[config.mk]
export PLATFORM = sky130hd
export DESIGN_NAME = sensor_statistics_logger
export DESIGN_NICKNAME = d
export VERILOG_FILES = /design/src/sv/ssl_pkg.sv /design/src/sv/ssl_divider.sv /design/src/sv/sensor_statistics_logger.sv
export SDC_FILE = /design/constraint.sdc
export NUM_CORES = 1
export LEC_CHECK = 0
export BUFFER_PORTS_ARGS = -buffer_cell sky130_fd_sc_hd__clkbuf_2
export CAP_MARGIN = 10
export CORE_ASPECT_RATIO = 1.75
export CORE_UTILIZATION = 60
export DETAILED_ROUTE_END_ITERATION = 10
export HOLD_SLACK_MARGIN = 0.15
export MAX_ROUTING_LAYER = met4
export PLACE_DENSITY = 0.79
export SLEW_MARGIN = 5
export SYNTH_ARGS = -nofsm -noshare
export SYNTH_HDL_FRONTEND = slang
export SYNTH_SLANG_ARGS = --single-unit
export TNS_END_PERCENT = 50
[constraint.sdc]
create_clock -name i_clk -period 7.6 [get_ports i_clk]
set_input_delay 1.52 -clock i_clk [delete_from_list [all_inputs] [get_ports i_clk]]
set_output_delay 1.52 -clock i_clk [all_outputs]
set_load 0.01 [all_outputs]
[src/sv/ssl_pkg.sv]
`default_nettype none

package ssl_pkg;

    localparam int COUNT_BITS   = 16;
    localparam int SUM_BITS     = 40;
    localparam int NUM_CH       = 7;
    localparam int NUM_SUM      = 4;
    localparam int CH_BITS      = 3;
    localparam int VAL_BITS     = 16;
    localparam int OUT_BITS     = 15;
    localparam int TOTAL_BITS   = 16;
    localparam int VOTE_BITS    = 16;
    localparam int DIV_CNT_BITS = $clog2(SUM_BITS + 1);
    localparam int CMP_BITS     = (COUNT_BITS > TOTAL_BITS) ? COUNT_BITS : TOTAL_BITS;

    localparam int S_TDATA_BITS = 96;
    localparam int M_TDATA_BITS = 64;

    localparam logic [CH_BITS-1:0] LAST_CH = CH_BITS'(NUM_CH - 1);

    typedef enum logic [1:0] {
        FUNC_CLEAR  = 2'd0,
        FUNC_SAMPLE = 2'd1,
        FUNC_REPORT = 2'd2
    } t_func;

    typedef enum logic [1:0] {
        COLOR_NONE  = 2'd0,
        COLOR_RED   = 2'd1,
        COLOR_GREEN = 2'd2,
        COLOR_BLUE  = 2'd3
    } t_color;

    typedef enum logic [2:0] {
        ST_IDLE,
        ST_CLEAR,
        ST_SAMPLE,
        ST_REP_START,
        ST_REP_DIV,
        ST_REP_EMIT
    } t_state;

    // sample word, temperature in the lowest bits
    typedef struct packed {
        logic signed [14:0] accel_z;
        logic signed [14:0] accel_y;
        logic signed [14:0] accel_x;
        logic [1:0]         color_code;
        logic [9:0]         moisture;
        logic [9:0]         light;
        logic [9:0]         humidity;
        logic signed [11:0] temperature;
    } t_sample;

    localparam int SAMPLE_BITS = $bits(t_sample);

    typedef struct packed {
        logic                       start;
        logic signed [SUM_BITS-1:0] dividend;
        logic [COUNT_BITS-1:0]      divisor;
    } t_div_req;

    typedef struct packed {
        logic                       done;
        logic signed [SUM_BITS-1:0] quotient;
    } t_div_rsp;

    typedef struct packed {
        logic s_ready;
        logic clear;
        logic step;
        logic div_start;
        logic emit;
    } t_ctl;

    function automatic logic signed [VAL_BITS-1:0] low_sentinel(input logic [CH_BITS-1:0] ch);
        logic signed [VAL_BITS-1:0] v;
        unique case (ch)
            3'd0:                v = -16'sd600;
            3'd1, 3'd2, 3'd3:    v = 16'sd0;
            default:             v = -16'sd9900;
        endcase
        return v;
    endfunction

    function automatic logic signed [VAL_BITS-1:0] high_sentinel(input logic [CH_BITS-1:0] ch);
        logic signed [VAL_BITS-1:0] v;
        unique case (ch)
            3'd0:                v = 16'sd2000;
            3'd1, 3'd2, 3'd3:    v = 16'sd1000;
            default:             v = 16'sd9900;
        endcase
        return v;
    endfunction

    function automatic logic signed [VAL_BITS-1:0] chan_val(input t_sample s,
                                                           input logic [CH_BITS-1:0] ch);
        logic signed [VAL_BITS-1:0] v;
        unique case (ch)
            3'd0:    v = VAL_BITS'(s.temperature);
            3'd1:    v = {6'd0, s.humidity};
            3'd2:    v = {6'd0, s.light};
            3'd3:    v = {6'd0, s.moisture};
            3'd4:    v = VAL_BITS'(s.accel_x);
            3'd5:    v = VAL_BITS'(s.accel_y);
            default: v = VAL_BITS'(s.accel_z);
        endcase
        return v;
    endfunction

endpackage

`default_nettype wire

[src/sv/ssl_divider.sv]
`default_nettype none

// Restoring divider, one quotient bit per cycle, truncates toward zero.
module ssl_divider (
    input  wire                 i_clk,
    input  wire                 i_rst_n,
    input  ssl_pkg::t_div_req   i_req,
    output ssl_pkg::t_div_rsp   o_rsp
);

    localparam int SB = ssl_pkg::SUM_BITS;
    localparam int CB = ssl_pkg::COUNT_BITS;

    logic                               r_busy, n_busy;
    logic                               r_done, n_done;
    logic                               r_neg, n_neg;
    logic [ssl_pkg::DIV_CNT_BITS-1:0]   r_cnt, n_cnt;
    logic [SB-1:0]                      r_q, n_q;
    logic [CB-1:0]                      r_rem, n_rem;
    logic [CB-1:0]                      r_div, n_div;
    logic [CB:0]                        s_rem_sh;
    logic                               s_fit;

    // remainder stays below the divisor, so CB bits hold it
    assign s_rem_sh = {r_rem, r_q[SB-1]};
    assign s_fit    = (s_rem_sh >= {1'b0, r_div});

    always_comb begin
        n_busy = r_busy;
        n_done = 1'b0;
        n_neg  = r_neg;
        n_cnt  = r_cnt;
        n_q    = r_q;
        n_rem  = r_rem;
        n_div  = r_div;
        if (i_req.start) begin
            n_busy = 1'b1;
            n_neg  = i_req.dividend[SB-1];
            n_q    = i_req.dividend[SB-1] ? SB'(-i_req.dividend) : SB'(i_req.dividend);
            n_rem  = '0;
            n_div  = i_req.divisor;
            n_cnt  = ssl_pkg::DIV_CNT_BITS'(SB);
        end else if (r_busy) begin
            n_q   = {r_q[SB-2:0], s_fit};
            n_rem = s_fit ? CB'(s_rem_sh - {1'b0, r_div}) : s_rem_sh[CB-1:0];
            n_cnt = r_cnt - 1'b1;
            if (r_cnt == ssl_pkg::DIV_CNT_BITS'(1)) begin
                n_busy = 1'b0;
                n_done = 1'b1;
            end
        end
    end

    always_ff @(posedge i_clk) begin
        if (!i_rst_n) begin
            r_busy <= 1'b0;
            r_done <= 1'b0;
        end else begin
            r_busy <= n_busy;
            r_done <= n_done;
        end
        r_neg <= n_neg;
        r_cnt <= n_cnt;
        r_q   <= n_q;
        r_rem <= n_rem;
        r_div <= n_div;
    end

    assign o_rsp.done     = r_done;
    assign o_rsp.quotient = r_neg ? -$signed(r_q) : $signed(r_q);

endmodule

`default_nettype wire

[src/sv/sensor_statistics_logger.sv]
`default_nettype none

// Running max/min/average statistics over seven sensor channels. A word on the
// slave side carries the function in tuser: clear, sample (one channel per cycle
// through a shared compare/saturating-add unit) or report.
// A report emits seven words on the master side, one per channel, tlast on the
// seventh; each of channels 0-3 with a nonzero count runs the serial divider,
// the others skip it, and a master-side stall holds the report. The slave side
// is not ready while an item is in progress; one finished word may wait in the
// output register while the next item is accepted.
module sensor_statistics_logger (
    input  wire         i_clk,
    input  wire         i_rst_n,
    input  wire         i_s_tvalid,
    output logic        o_s_tready,
    // temperature[11:0], humidity[21:12], light[31:22], moisture[41:32],
    // color_code[43:42], accel_x[58:44], accel_y[73:59], accel_z[88:74], zero pad
    input  wire  [95:0] i_s_tdata,
    // func[1:0]
    input  wire  [1:0]  i_s_tuser,
    output logic        o_m_tvalid,
    input  wire         i_m_tready,
    // maximum[14:0], minimum[29:15], average[44:30], average_valid[45],
    // majority_color[47:46], sample_total[63:48]
    output logic [63:0] o_m_tdata,
    // channel[2:0]
    output logic [2:0]  o_m_tuser,
    output logic        o_m_tlast
);

    localparam int SB = ssl_pkg::SUM_BITS;
    localparam int CB = ssl_pkg::COUNT_BITS;
    localparam int VB = ssl_pkg::VAL_BITS;
    localparam int OB = ssl_pkg::OUT_BITS;
    localparam int VTB = ssl_pkg::VOTE_BITS;

    ssl_pkg::t_state                r_state, n_state;
    ssl_pkg::t_ctl                  s_ctl;
    ssl_pkg::t_div_req              s_div_req;
    ssl_pkg::t_div_rsp              s_div_rsp;

    ssl_pkg::t_sample               r_in;
    logic [ssl_pkg::CH_BITS-1:0]    r_idx;
    logic                           r_acc;

    logic signed [VB-1:0]           r_max [ssl_pkg::NUM_CH];
    logic signed [VB-1:0]           r_min [ssl_pkg::NUM_CH];
    logic signed [SB-1:0]           r_sum [ssl_pkg::NUM_SUM];
    logic [VTB-1:0]                 r_votes [3];
    logic [CB-1:0]                  r_count;

    logic                           r_out_valid;
    logic [ssl_pkg::M_TDATA_BITS-1:0] r_out_data;
    logic [ssl_pkg::CH_BITS-1:0]    r_out_ch;
    logic                           r_out_last;

    logic                           s_s_acc;
    logic                           s_out_free;
    logic                           s_is_sum_ch;
    logic                           s_avg_ok;
    logic signed [VB-1:0]           s_val;
    logic signed [SB:0]             s_sum_wide;
    logic signed [SB-1:0]           s_sum_sat;
    logic [1:0]                     s_dom;
    logic [ssl_pkg::TOTAL_BITS-1:0] s_total;
    logic signed [OB-1:0]           s_avg;

    assign s_s_acc     = i_s_tvalid && o_s_tready;
    assign s_out_free  = !r_out_valid || i_m_tready;
    assign s_is_sum_ch = (r_idx < ssl_pkg::CH_BITS'(ssl_pkg::NUM_SUM));
    assign s_avg_ok    = s_is_sum_ch && (r_count != '0);

    // next state
    always_comb begin
        n_state = r_state;
        unique case (r_state)
            ssl_pkg::ST_IDLE: begin
                if (s_s_acc) begin
                    case (ssl_pkg::t_func'(i_s_tuser))
                        ssl_pkg::FUNC_CLEAR:  n_state = ssl_pkg::ST_CLEAR;
                        ssl_pkg::FUNC_SAMPLE: n_state = ssl_pkg::ST_SAMPLE;
                        ssl_pkg::FUNC_REPORT: n_state = ssl_pkg::ST_REP_START;
                        default:              n_state = ssl_pkg::ST_IDLE;
                    endcase
                end
            end
            ssl_pkg::ST_CLEAR:  n_state = ssl_pkg::ST_IDLE;
            ssl_pkg::ST_SAMPLE: begin
                if (r_idx == ssl_pkg::LAST_CH) n_state = ssl_pkg::ST_IDLE;
            end
            ssl_pkg::ST_REP_START: begin
                n_state = s_avg_ok ? ssl_pkg::ST_REP_DIV : ssl_pkg::ST_REP_EMIT;
            end
            ssl_pkg::ST_REP_DIV: begin
                if (s_div_rsp.done) n_state = ssl_pkg::ST_REP_EMIT;
            end
            ssl_pkg::ST_REP_EMIT: begin
                if (s_out_free) begin
                    n_state = (r_idx == ssl_pkg::LAST_CH) ? ssl_pkg::ST_IDLE
                                                           : ssl_pkg::ST_REP_START;
                end
            end
            default: n_state = ssl_pkg::ST_IDLE;
        endcase
    end

    // sequencer outputs
    always_comb begin
        s_ctl = '0;
        unique case (r_state)
            ssl_pkg::ST_IDLE:      s_ctl.s_ready   = 1'b1;
            ssl_pkg::ST_CLEAR:     s_ctl.clear     = 1'b1;
            ssl_pkg::ST_SAMPLE:    s_ctl.step      = 1'b1;
            ssl_pkg::ST_REP_START: s_ctl.div_start = s_avg_ok;
            ssl_pkg::ST_REP_DIV:   s_ctl = '0;
            ssl_pkg::ST_REP_EMIT:  s_ctl.emit      = s_out_free;
            default:               s_ctl = '0;
        endcase
    end

    assign o_s_tready = s_ctl.s_ready;

    // shared compare / saturating add unit
    assign s_val      = ssl_pkg::chan_val(r_in, r_idx);
    assign s_sum_wide = {r_sum[r_idx[1:0]][SB-1], r_sum[r_idx[1:0]]}
                      + {{(SB + 1 - VB){s_val[VB-1]}}, s_val};
    always_comb begin
        if (s_sum_wide[SB] != s_sum_wide[SB-1]) begin
            s_sum_sat = s_sum_wide[SB] ? {1'b1, {(SB - 1){1'b0}}} : {1'b0, {(SB - 1){1'b1}}};
        end else begin
            s_sum_sat = s_sum_wide[SB-1:0];
        end
    end

    always_comb begin
        if (r_votes[0] > r_votes[1] && r_votes[0] > r_votes[2]) begin
            s_dom = ssl_pkg::COLOR_RED;
        end else if (r_votes[1] > r_votes[2] && r_votes[1] > r_votes[0]) begin
            s_dom = ssl_pkg::COLOR_GREEN;
        end else if (r_votes[2] > r_votes[0] && r_votes[2] > r_votes[1]) begin
            s_dom = ssl_pkg::COLOR_BLUE;
        end else begin
            s_dom = ssl_pkg::COLOR_NONE;
        end
    end

    assign s_total = (ssl_pkg::CMP_BITS'(r_count) > ssl_pkg::CMP_BITS'(16'hFFFF))
                   ? 16'hFFFF : ssl_pkg::TOTAL_BITS'(r_count);
    assign s_avg   = s_avg_ok ? s_div_rsp.quotient[OB-1:0] : '0;

    assign s_div_req.start    = s_ctl.div_start;
    assign s_div_req.dividend = r_sum[r_idx[1:0]];
    assign s_div_req.divisor  = r_count;

    ssl_divider u_div (
        .i_clk   (i_clk),
        .i_rst_n (i_rst_n),
        .i_req   (s_div_req),
        .o_rsp   (s_div_rsp)
    );

    always_ff @(posedge i_clk) begin
        if (!i_rst_n) begin
            r_state     <= ssl_pkg::ST_IDLE;
            r_out_valid <= 1'b0;
            r_idx       <= '0;
            r_acc       <= 1'b0;
            r_count     <= '0;
            for (int i = 0; i < ssl_pkg::NUM_CH; i++) begin
                r_max[i] <= ssl_pkg::low_sentinel(ssl_pkg::CH_BITS'(i));
                r_min[i] <= ssl_pkg::high_sentinel(ssl_pkg::CH_BITS'(i));
            end
            for (int i = 0; i < ssl_pkg::NUM_SUM; i++) r_sum[i] <= '0;
            for (int i = 0; i < 3; i++) r_votes[i] <= '0;
        end else begin
            r_state <= n_state;
            if (s_ctl.emit) begin
                r_out_valid <= 1'b1;
            end else if (i_m_tready) begin
                r_out_valid <= 1'b0;
            end

            if (s_s_acc) begin
                r_idx <= '0;
                r_acc <= (r_count != '1);
            end

            if (s_ctl.clear) begin
                r_count <= '0;
                for (int i = 0; i < ssl_pkg::NUM_CH; i++) begin
                    r_max[i] <= ssl_pkg::low_sentinel(ssl_pkg::CH_BITS'(i));
                    r_min[i] <= ssl_pkg::high_sentinel(ssl_pkg::CH_BITS'(i));
                end
                for (int i = 0; i < ssl_pkg::NUM_SUM; i++) r_sum[i] <= '0;
                for (int i = 0; i < 3; i++) r_votes[i] <= '0;
            end

            if (s_ctl.step) begin
                if (s_val > r_max[r_idx]) r_max[r_idx] <= s_val;
                if (s_val < r_min[r_idx]) r_min[r_idx] <= s_val;
                if (s_is_sum_ch && r_acc) r_sum[r_idx[1:0]] <= s_sum_sat;
                r_idx <= r_idx + 1'b1;
                // count and vote once, on the last channel
                if (r_idx == ssl_pkg::LAST_CH && r_acc) begin
                    r_count <= r_count + 1'b1;
                    if (r_in.color_code != ssl_pkg::COLOR_NONE
                        && r_votes[r_in.color_code - 2'd1] != '1) begin
                        r_votes[r_in.color_code - 2'd1] <= r_votes[r_in.color_code - 2'd1] + 1'b1;
                    end
                end
            end

            if (s_ctl.emit) r_idx <= r_idx + 1'b1;
        end
    end

    always_ff @(posedge i_clk) begin
        if (s_s_acc) r_in <= i_s_tdata[ssl_pkg::SAMPLE_BITS-1:0];
        if (s_ctl.emit) begin
            r_out_data <= {s_total, s_dom, s_avg_ok, s_avg,
                           r_min[r_idx][OB-1:0], r_max[r_idx][OB-1:0]};
            r_out_ch   <= r_idx;
            r_out_last <= (r_idx == ssl_pkg::LAST_CH);
        end
    end

    assign o_m_tvalid = r_out_valid;
    assign o_m_tdata  = r_out_data;
    assign o_m_tuser  = r_out_ch;
    assign o_m_tlast  = r_out_last;

`ifndef SYNTHESIS
    a_last_on_final_channel: assert property (@(posedge i_clk) disable iff (!i_rst_n)
        o_m_tvalid |-> (o_m_tlast == (o_m_tuser == ssl_pkg::LAST_CH)))
        else $error("tlast does not match final channel");

    a_avg_valid_channels: assert property (@(posedge i_clk) disable iff (!i_rst_n)
        (o_m_tvalid && o_m_tdata[45]) |-> (o_m_tuser < 3'd4))
        else $error("average flagged valid on a channel without sum");

    a_min_le_max: assert property (@(posedge i_clk) disable iff (!i_rst_n)
        (o_m_tvalid && o_m_tdata[63:48] != 16'd0)
            |-> ($signed(o_m_tdata[29:15]) <= $signed(o_m_tdata[14:0])))
        else $error("minimum above maximum after samples");

    a_busy_after_report: assert property (@(posedge i_clk) disable iff (!i_rst_n)
        (s_s_acc && i_s_tuser == ssl_pkg::FUNC_REPORT) |=> !o_s_tready)
        else $error("ready right after accepting a report");
`endif

endmodule

`default_nettype wire

==> results.json, run 1 <==
{
  "synthTopCellsByArea": "edfxtp_1, mux4_2, ha_1",
  "crit_fanout": 25,
  "clk_latency_ns": 0.65,
  "yosysTopAreaCellShare": 0.570,
  "grt_pass1_vias": 24600,
  "grt_overflow": 0,
  "yosysTopAreaCell": "edfxtp_1",
  "period_minus_slack_ns": 6.69,
  "seq_area_frac_synth": 0.599,
  "drc": 0,
  "slew_headroom": 0.178,
  "synth-edff-count": 678,
  "gp_congestion": 0.967,
  "dieArea_um2": 60500,
  "setup_viol": 0,
  "ctsResizeCount": 0,
  "switching_share": 0.282,
  "io_buffers": 164,
  "holdWs_ns": 0.494,
  "syn-cell-area_um2": 35700,
  "leakage_uw": 0.0144,
  "hold_viol_final": 0,
  "powerDensity_nw_per_um2": 252,
  "grt_usage": 0.313,
  "fin_setup_tns_ns": 0,
  "coreArea_um2": 59100,
  "cp.arrival_ns": 6.96,
  "cp-end-kind": "register",
  "totalWireLength_um": 91700,
  "clk_path_buf_depth": 3,
  "cts.hold.buffers_added": 0,
  "hp-class": "reg2reg",
  "combPwrFrac": 0.196,
  "slew_violations": 0,
  "crit_required_ns": 7.88,
  "row_count": 118,
  "path_class": "reg2reg",
  "synth-warning-count": 0,
  "fmax_ghz": 0.150,
  "n_antenna_cell": 0,
  "cap_violations": 0,
  "period_share": 0.880,
  "power_frac_seq": 0.477,
  "critPathLaunchType": "register",
  "cts_max_level": 2,
  "finalNetCount": 3240,
  "synth_cells": 2858,
  "p_sw_uw": 2800,
  "num_vias": 23900,
  "ys_seq_elements": 729,
  "status": "finished clean",
  "max_slew.worst_pin.slew_ns": 1.23,
  "io_pins": 172,
  "antenna_found_initial": 0,
  "cts_tree": "done",
  "cts.sinks": 729,
  "async_flop_share": 0,
  "syn_nets": 3113,
  "ir_drop_uv": 220,
  "grt_pass1_wl_um": 138000,
  "synth_cell_types": 84,
  "drtPass1Iterations": 6,
  "numCtsBuffers": 61,
  "syn_to_final_growth_pct": 10.4,
  "path_clk_slew_ns": 0.07,
  "internal_power_uw": 7130,
  "drtIter0Drc": 2309,
  "grt_max_degree": 96,
  "clkPwrFrac": 0.327,
  "ant_nets": 0,
  "avgSynthCellArea_um2": 12.5,
  "die_x_um": 186,
  "wl_per_cell_um": 24.0,
  "post_drt_via_cell_ratio": 6.27,
  "postCtsSetupRepairBufs": 0,
  "start_util": 0.605,
  "finClkSkew_ns": 0.0304,
  "dp_hpwl_um": 64200,
  "rsz0062_at_grt": "false",
  "drive_gt1_frac": 0.153,
  "cts-root-buf": "clkbuf_16",
  "synth_ff_type": "edfxtp_1",
  "die_h_um": 325
}
-- routing by layer --
metal,track usage,vias up,wire [um]
li1,-,10800,-
met1,0.319,11700,29800
met2,0.545,1142,48100
met3,0.0375,306,5970
met4,0.242,0,7810
met5,-,-,0
-- stage by stage --
stage                     power (uW)  cell area [um2]  cells   util  setup WS [ns]
after global placement          6650            37300   3702  0.632           1.09
after floorplan                 6120            35700   2858      -           2.09
after global routing           10300            39400   3818  0.667          0.364
after detailed placement        6730            37300   3702  0.632           1.02
after CTS                       9940            39400   3818  0.667          0.975
final                           9930            39400   3818  0.667          0.914
-- logic make-up after synthesis --
logic type	synth area share
flops	0.599
compound gates	0.0955
buf+inv	0.0327
mux	0.0865
simple gates	0.103
xor+xnor	0.0292
fa+ha+maj	0.0540
-- path summary, 6_finish.rpt --
path | slack [ns] | to | from | cells after the start
max | 0.91 | r_max[3][8] | r_idx[0] | 18
min | 0.49 | u_div.r_cnt[0] | u_div.r_cnt[0] | 2
max reg2reg | 0.91 | r_max[3][8] | r_idx[0] | 18
min reg2reg | 0.49 | u_div.r_cnt[0] | u_div.r_cnt[0] | 2
-- synthesized netlist by cell type, types with 5 or more instances --
master / count
a211oi_1: 11
a21boi_0: 7
a21o_1: 28
a21oi_1: 119
a221oi_1: 8
a22oi_1: 13
a31oi_1: 18
and2_1: 20
and3_1: 19
and4_1: 5
buf_1: 11
buf_2: 14
clkbuf_1: 123
dfxtp_1: 51
edfxtp_1: 678
ha_1: 151
inv_1: 150
mux2_2: 15
mux2i_1: 33
mux4_2: 115
nand2_1: 260
nand2b_1: 13
nand3_1: 48
nand3b_1: 5
nand4_1: 30
nor2_1: 337
nor2b_1: 26
nor3_1: 24
nor3b_1: 5
nor4_1: 8
o211a_1: 6
o211ai_1: 13
o21a_1: 19
o21ai_0: 227
o21ai_1: 22
o21bai_1: 7
o31ai_1: 10
or2_2: 7
or3_1: 10
xnor2_1: 52
xor2_1: 67
-- final cells by class --
type,count,area [um2]
clock buffers,93,1810
clock inverters,23,263
fillers,4249,19600
inverters,151,569
multi-input cells,1828,13200
flip-flops and latches,729,21400
well taps,780,976
repair buffers,214,1220
-- flip-flops by register name (all words and copies together), names as in the netlist, 16 cells and up, named ones only --
name and flops:
o_m_tdata 64, r_sum 160, r_count 16, r_votes 64
u_div.r_rem 16, r_in 89, u_div.r_div 16, r_max 120
r_min 120, u_div.r_q 40
-- cell usage in the layout (no fill, tap or decap), types with 18 or more instances in the layout --
cell,n
edfxtp_1,678
nor2_1,337
nand2_1,260
o21ai_0,227
clkbuf_2,165
ha_1,151
inv_1,149
a21oi_1,119
mux4_2,115
xor2_1,67
clkbuf_16,65
xnor2_1,52
nand3_1,48
dfxtp_1,48
buf_4,48
mux2i_1,33
nand4_1,30
a21o_1,28
nor2b_1,26
nor3_1,24
and2_1,20
o21ai_1,19
o21a_1,19
clkbuf_1,19
and3_1,18
a31oi_1,18
-- critical path, cell delays in order (launching register included) --
cell	delay, ns
dfxtp_1	0.81
inv_1	0.25
ha_1	0.62
a32o_1	0.42
a21oi_1	0.30
a21oi_1	0.12
o21ai_1	0.15
buf_4	0.28
inv_1	0.19
ha_1	0.34
a21o_1	0.12
a21oi_1	0.06
nor2b_1	0.09
o21ai_0	0.07
nand2b_1	0.08
a21oi_1	0.08
a21oi_1	0.67
nand4_1	0.77
nand2_1	0.86
-- power groups by stage --
stage | registers, uW | logic (uW) | clock network (uW)
global route | 4750 | 2100 | 3410
finish | 4740 | 1950 | 3250
floorplan | 4770 | 1350 | 0
global placement | 4800 | 1850 | 0
CTS | 4740 | 1920 | 3280
detailed placement | 4820 | 1910 | 0
(Power assumes the default switching activity.)
==> inputs of run 2 (changes only) <==
CORE_ASPECT_RATIO = not set   (was 1.75)
==> results.json, run 2 (same netlist as run 1, synthesis figures left out) <==
{
  "slew_headroom": 0.184,
  "slew_violations": 0,
  "clkPwrFrac": 0.349,
  "power_frac_seq": 0.463,
  "leakage_uw": 0.0146,
  "top_register": "r_sum",
  "cts_max_level": 3,
  "period_share": 0.930,
  "most-common-layout-cells": "edfxtp_1, nor2_1, nand2_1",
  "grt_max_degree": 96,
  "postCtsSetupRepairBufs": 0,
  "combPwrFrac": 0.187,
  "totalWireLength_um": 87200,
  "p_sw_uw": 2900,
  "finalNetCount": 3257,
  "grt_pass1_wl_um": 134000,
  "cts.hold.buffers_added": 0,
  "clk_path_buf_depth": 3,
  "numCtsBuffers": 74,
  "holdWs_ns": 0.495,
  "largest_reg_flops": 160,
  "drtIter0Drc": 2636,
  "num_vias": 24200,
  "fmax_ghz": 0.141,
  "dp_hpwl_um": 58500,
  "row_count": 89,
  "drive_gt1_frac": 0.158,
  "ctsResizeCount": 0,
  "final_common_cell": "edfxtp_1",
  "crit_fanout": 25,
  "n_antenna_cell": 0,
  "grt_overflow": 0,
  "io_pins": 172,
  "cts-root-buf": "clkbuf_16",
  "grt_pass1_vias": 23800,
  "reg_top3": "r_sum: 160 flops, r_max: 120 flops, r_min: 120 flops",
  "io_buffers": 164,
  "switching_share": 0.284,
  "fin_setup_tns_ns": 0,
  "start_util": 0.606,
  "cts.sinks": 729,
  "drtPass1Iterations": 5,
  "internal_power_uw": 7330,
  "cp-end-kind": "register",
  "die_h_um": 246,
  "cap_violations": 0,
  "path_clk_slew_ns": 0.06,
  "setup_viol": 0,
  "dieArea_um2": 60500,
  "gp_congestion": 0.956,
  "finClkSkew_ns": 0.0351,
  "die_x_um": 246,
  "grt_usage": 0.299,
  "clk_latency_ns": 0.64,
  "hold_viol_final": 0,
  "cp.arrival_ns": 7.33,
  "cts_tree": "done",
  "hp-class": "reg2reg",
  "powerDensity_nw_per_um2": 258,
  "syn_to_final_growth_pct": 11.3,
  "antenna_found_initial": 1,
  "path_class": "reg2reg",
  "ir_drop_uv": 236,
  "critPathLaunchType": "register",
  "status": "finished clean",
  "ant_nets": 0,
  "drc": 0,
  "wl_per_cell_um": 22.8,
  "post_drt_via_cell_ratio": 6.32,
  "period_minus_slack_ns": 7.07,
  "rsz0062_at_grt": "false",
  "crit_required_ns": 7.85,
  "max_slew.worst_pin.slew_ns": 1.22,
  "coreArea_um2": 58900
}
-- run 2: cell types whose count changed in the layout (fill, tap and decap cells not counted), moves of 2 or more --
cell,change
nand2_2,+3
clkinv_1,+6
clkinv_8,+2
clkinv_2,+3
buf_4,+4
inv_6,+4
clkinv_16,+2
nand2_1,-3
clkinv_4,+2
clkbuf_8,-5
clkbuf_16,+9
-- run 2: area by class of cell --
cell class,count,area [um2]
clock buffers,95,1960
clock inverters,39,413
fillers,4048,19200
inverters,151,568
multi-input cells,1828,13200
flip-flops and latches,729,21400
well taps,773,967
repair buffers,218,1250
-- run 2: power groups by stage --
stage	registers, uW	logic [uW]	clock network (uW)
after floorplan	4770	1350	0
after global placement	4810	1800	0
after detailed placement	4830	1870	0
after CTS	4740	1880	3610
after global routing	4760	2080	3750
final	4740	1920	3580
-- run 2: routing by layer --
| metal | part of all wire | track usage | vias up |
|---|---|---|---|
| met5 | 0 | - | - |
| met4 | 0.029 | 0.107 | 0 |
| met3 | 0.10 | 0.0521 | 163 |
| met2 | 0.48 | 0.472 | 1321 |
| met1 | 0.39 | 0.392 | 11800 |
| li1 | - | - | 10900 |
-- run 2: critical path: stages (launching register included) --
cell	delay (ns)
dfxtp_1	0.81
inv_1	0.23
ha_1	0.60
a32o_1	0.41
a21oi_1	0.23
a21oi_1	0.12
o21ai_1	0.17
buf_4	0.32
inv_1	0.28
ha_1	0.38
a21o_1	0.11
a21oi_1	0.06
nor2b_1	0.10
o21ai_0	0.08
nand2b_1	0.09
a21oi_1	0.08
a21oi_1	0.70
nand4_1	0.89
nand2_1	0.98
-- run 2: worst paths after layout --
kind                        from        endpoint  slack [ns]  cells past startpoint
setup / recovery        r_idx[0]     r_max[3][5]        0.53                     18
hold / removal    u_div.r_cnt[0]  u_div.r_cnt[0]        0.50                      2
setup reg to reg        r_idx[0]     r_max[3][5]        0.53                     18
hold reg to reg   u_div.r_cnt[0]  u_div.r_cnt[0]        0.50                      2
-- run 2: stage by stage --
step,area (um2),setup WS [ns],power (uW),cells,utilization
3_3_place_gp,37300,0.966,6610,3698,0.634
4_1_cts,39700,0.736,10200,3832,0.674
5_1_grt,39700,0.0890,10600,3833,0.674
2_1_floorplan,35700,2.09,6120,2858,-
3_5_place_dp,37300,0.781,6690,3698,0.634
6_report,39700,0.528,10200,3833,0.674
